<file path="src/dtl_ram.sv">
`default_nettype none

module dtl_ram #(
  parameter int WIDTH = 8,
  parameter int DEPTH = 256
) (
  input  wire logic                     clk,
  input  wire logic                     we,
  input  wire logic [$clog2(DEPTH)-1:0] waddr,
  input  wire logic [WIDTH-1:0]         wdata,
  input  wire logic [$clog2(DEPTH)-1:0] raddr,
  output logic      [WIDTH-1:0]         rdata
);

  logic [WIDTH-1:0] mem [DEPTH];

  always_ff @(posedge clk) begin
    if (we) begin
      mem[waddr] <= wdata;
    end
    rdata <= mem[raddr];
  end

endmodule

`default_nettype wire

</file>
<file path="config.mk">
export PLATFORM = sky130hd
export DESIGN_NAME = dtl_ram
export DESIGN_NICKNAME = d
export VERILOG_FILES = /design/src/dtl_ram.sv
export SDC_FILE = /design/constraint.sdc
export NUM_CORES = 2
export LEC_CHECK = 0
export BUFFER_PORTS_ARGS = -buffer_cell sky130_fd_sc_hd__buf_4
export CAP_MARGIN = 20
export CORE_MARGIN = 4
export CORE_UTILIZATION = 61
export CTS_CLUSTER_DIAMETER = 80
export DETAILED_ROUTE_END_ITERATION = 7
export PLACE_DENSITY = 0.77
export SETUP_SLACK_MARGIN = 0.2
export SLEW_MARGIN = 20
export SYNTH_ARGS = -nofsm -noshare
export SYNTH_HDL_FRONTEND = slang
export SYNTH_SLANG_ARGS = --single-unit
</file>
<file path="constraint.sdc">
create_clock -name clk -period 2.8 [get_ports clk]
set_input_delay 0.42 -clock clk [delete_from_list [all_inputs] [get_ports clk]]
set_output_delay 0.42 -clock clk [all_outputs]
set_load 0.005 [all_outputs]
</file>
==> impl_metrics.yaml <==
status:
  outcome: "complete, no violations"
die:
  core_mm2: 0.129
  io_pins: 34
  die_h_um: 369
  die_w_um: 369
  dieArea_mm2: 0.136
  rows: 132
  initial_core_util: 0.614
pwr:
  ir_worst_vdd_uv: 676
  power_density_mw_per_mm2: 683
  leakage_nw: 30.0
worst_setup_path:
  crit_required_ns: 3.49
  crit_slowest_cell: "nor4_2"
  crit_type: "flip-flop to flip-flop"
  crit_fanout: 1
  cpMostUsedCell: "mux4_2"
  end_kind: "flip-flop"
  r2r-start: "mem[83][7]"
  max_stage_delay_ns: 0.58
  cp-start-kind: "flip-flop"
  critical_path.startpoint: "mem[83][7]"
  arrival_ns: 3.20
  crit_chain: "mux4_2, mux4_2, nor2b_1, nor4_2, nor4_1"
route:
  ant_nets: 0
  dr_wl_met3_mm: 26.3
  drt-vias-per-instance: 6.74
  highest_layer: "met5"
  drt_wl_total_mm: 201
  wl_met1_mm: 68.9
  firstDrtPassIters: 7
  num_vias: 42344
  drc: 0
  post_drt_wl_per_cell_um: 32.0
  drtIter0Drc: 6751
  route.met2.wl_mm: 96.1
layout:
  final_area_mm2: 0.0926
  final_util: 0.715
  fin_nets: 4394
  syn_to_final_growth_pct: 16.4
  drive_gt1_frac: 0.311
synth:
  ys_top_cells_by_count: "edfxtp_1 (2,048), mux4_2 (454), nor2_1 (282)"
  synthMostInstantiatedCell: "edfxtp_1"
  synth_top_cell_by_area: "edfxtp_1"
  yosysWarnings: 0
  seq_area_frac_synth: 0.775
  yosys.area.top_type_share: 0.773
  synthTopCellsByArea: "edfxtp_1 (77%), mux4_2 (13%), mux2i_1 (1.7%), nor2_1 (1.3%), a22oi_1 (1.3%)"
  ys.flop_type: "edfxtp_1"
  syn-num-nets: 3759
  synth.cell_area_mm2: 0.0796
  ys_ff_latch: 2056
  yosysUniqueCellTypes: 55
  synth_edf_count: 2048
  async_reset_ff_frac: 0
  avgSynthCellArea_um2: 21.3
  postSynthCellCount: 3733
grt:
  grt_pass1_wl_mm: 294
  grt_max_degree: 97
  gr-total-overflow: 0
  grt_antenna_before_repair: 12
  groute.usage.overall: 0.300
  grt_pass1_vias: 42540
cts:
  clock_latency_ns: 0.84
  path_clk_slew_ns: 0.06
  cts_setup_buffers: 0
  h-tree-depth: 4
  cts_buffer_depth: 3
  cts_made_buffers: 195
  cts_tree: "built"
  cts.sinks: 2056
  clk_root_buffer_cell: "clkbuf_16"
worst_hold_path:
  hp-class: "input port to flip-flop"
  min_from: "wdata[4]"
sta:
  slew_violations: 0
  setup_violations: 0
  finalCritPeriodShare: 0.897
  min_period_ns: 2.51
  worstMarginPinSlew_ns: 0.997
  skew_ns: 0.0405
  finalHoldViolCount: 0
  grt_setup_unrepaired: "no"
  max_slew_margin: 0.335
  hold_slack_ns: 0.139
  max_clock_freq_mhz: 398
place:
  port_buffers: 33
  dp_hpwl_mm: 124
  gp_congestion: 0.898
  placed_cell_area_mm2: 0.0863
flow_run:
  drv_cap: 0
sequential cells by signal, indices dropped and copies added, names as in the netlist:
signal / flops
mem: 2048
rdata: 8
power by group:
group	leakage (nW)	internal, W	total (W)	switching (W)
registers	18.5	0.0339	0.0340	0.0000647
clock network	3.00	0.0145	0.0257	0.0113
logic	8.53	0.00141	0.00352	0.00211
per-layer routing:
metal / vias up / GRT usage
met5: - / 0
met4: 12 / 0.128
met3: 580 / 0.0748
met2: 3210 / 0.463
met1: 21580 / 0.418
li1: 16962 / -
logic make-up after synthesis:
logic type / synth area share
buf+inv: 0.0183
flops: 0.775
compound gates: 0.0342
mux: 0.146
simple gates: 0.0263
cells in the final DEF (no fill, tap or decap), drive strengths merged, types with 5 or more instances in the layout:
cell type  Yosys  final
nor3          22     22
nand3         34     34
clkbuf       111    255
o221ai        47     47
and2           6      6
buf          122    662
o22ai         28     28
dfxtp          8      8
clkinv         1     81
o21ai         12     12
o22a           5      5
nor2b         31     31
mux2i        134    134
nand4         10     10
inv            1     12
nand2         33     33
a2111oi        5      5
o211ai        10     10
nand2b         8      8
o32ai          5      5
nor4          27     27
a21oi         96     96
a221oi        14     14
mux4         456    456
a22oi        133    133
edfxtp      2048   2048
bufinv         0     17
a22o           8      8
a211oi        16     16
clkinvlp       0      7
nor2         282    282
area by class of cell:
cell class	instances	area, um^2
Sequential cell	2056	61700
Fill cell	7202	36900
Multi-Input combinational cell	1442	16500
Timing Repair Buffer	671	5990
Clock buffer	247	5080
Tap cell	1742	2180
Clock inverter	115	1120
Antenna cell	4	10.0
Inverter	2	7.51
worst max-delay path: cells and delay by family (launching register included):
| family | cells | cell delay [ns] |
|---|---|---|
| flip-flops | 1 | 0.44 |
| AND/OR/NAND/NOR | 3 | 0.88 |
| multiplexers | 2 | 1.06 |
worst paths after layout:
| kind | slack, ns | endpoint | cells past startpoint |
|---|---|---|---|
| setup / recovery | 0.29 | rdata[7] | 5 |
| hold / removal | 0.14 | mem[216][4] | 1 |
| setup reg to reg | 0.29 | rdata[7] | 5 |
| hold reg to reg | 1.18 | rdata[0] | 6 |
timing repair:
action | 4_1_cts | 5_1_grt
hold endpoints to repair | 24 | 0
hold buffers | 1 | 0
setup endpoints to repair | 2 | 3
gates resized for setup | 2 | 3
per-stage QoR:
step / std cells / TNS [ns] / total power (W) / worst slack [ns]
2_1_floorplan: 3733 / 0 / 0.0363 / 0.442
3_3_place_gp: 5912 / -3.72 / 0.0380 / -0.794
3_5_place_dp: 5912 / -3.73 / 0.0381 / -0.778
4_1_cts: 6275 / 0 / 0.0634 / 0.265
5_1_grt: 6275 / 0 / 0.0650 / 0.239
6_report: 6279 / 0 / 0.0632 / 0.288
Note: power is estimated with default switching activity, not from simulation.
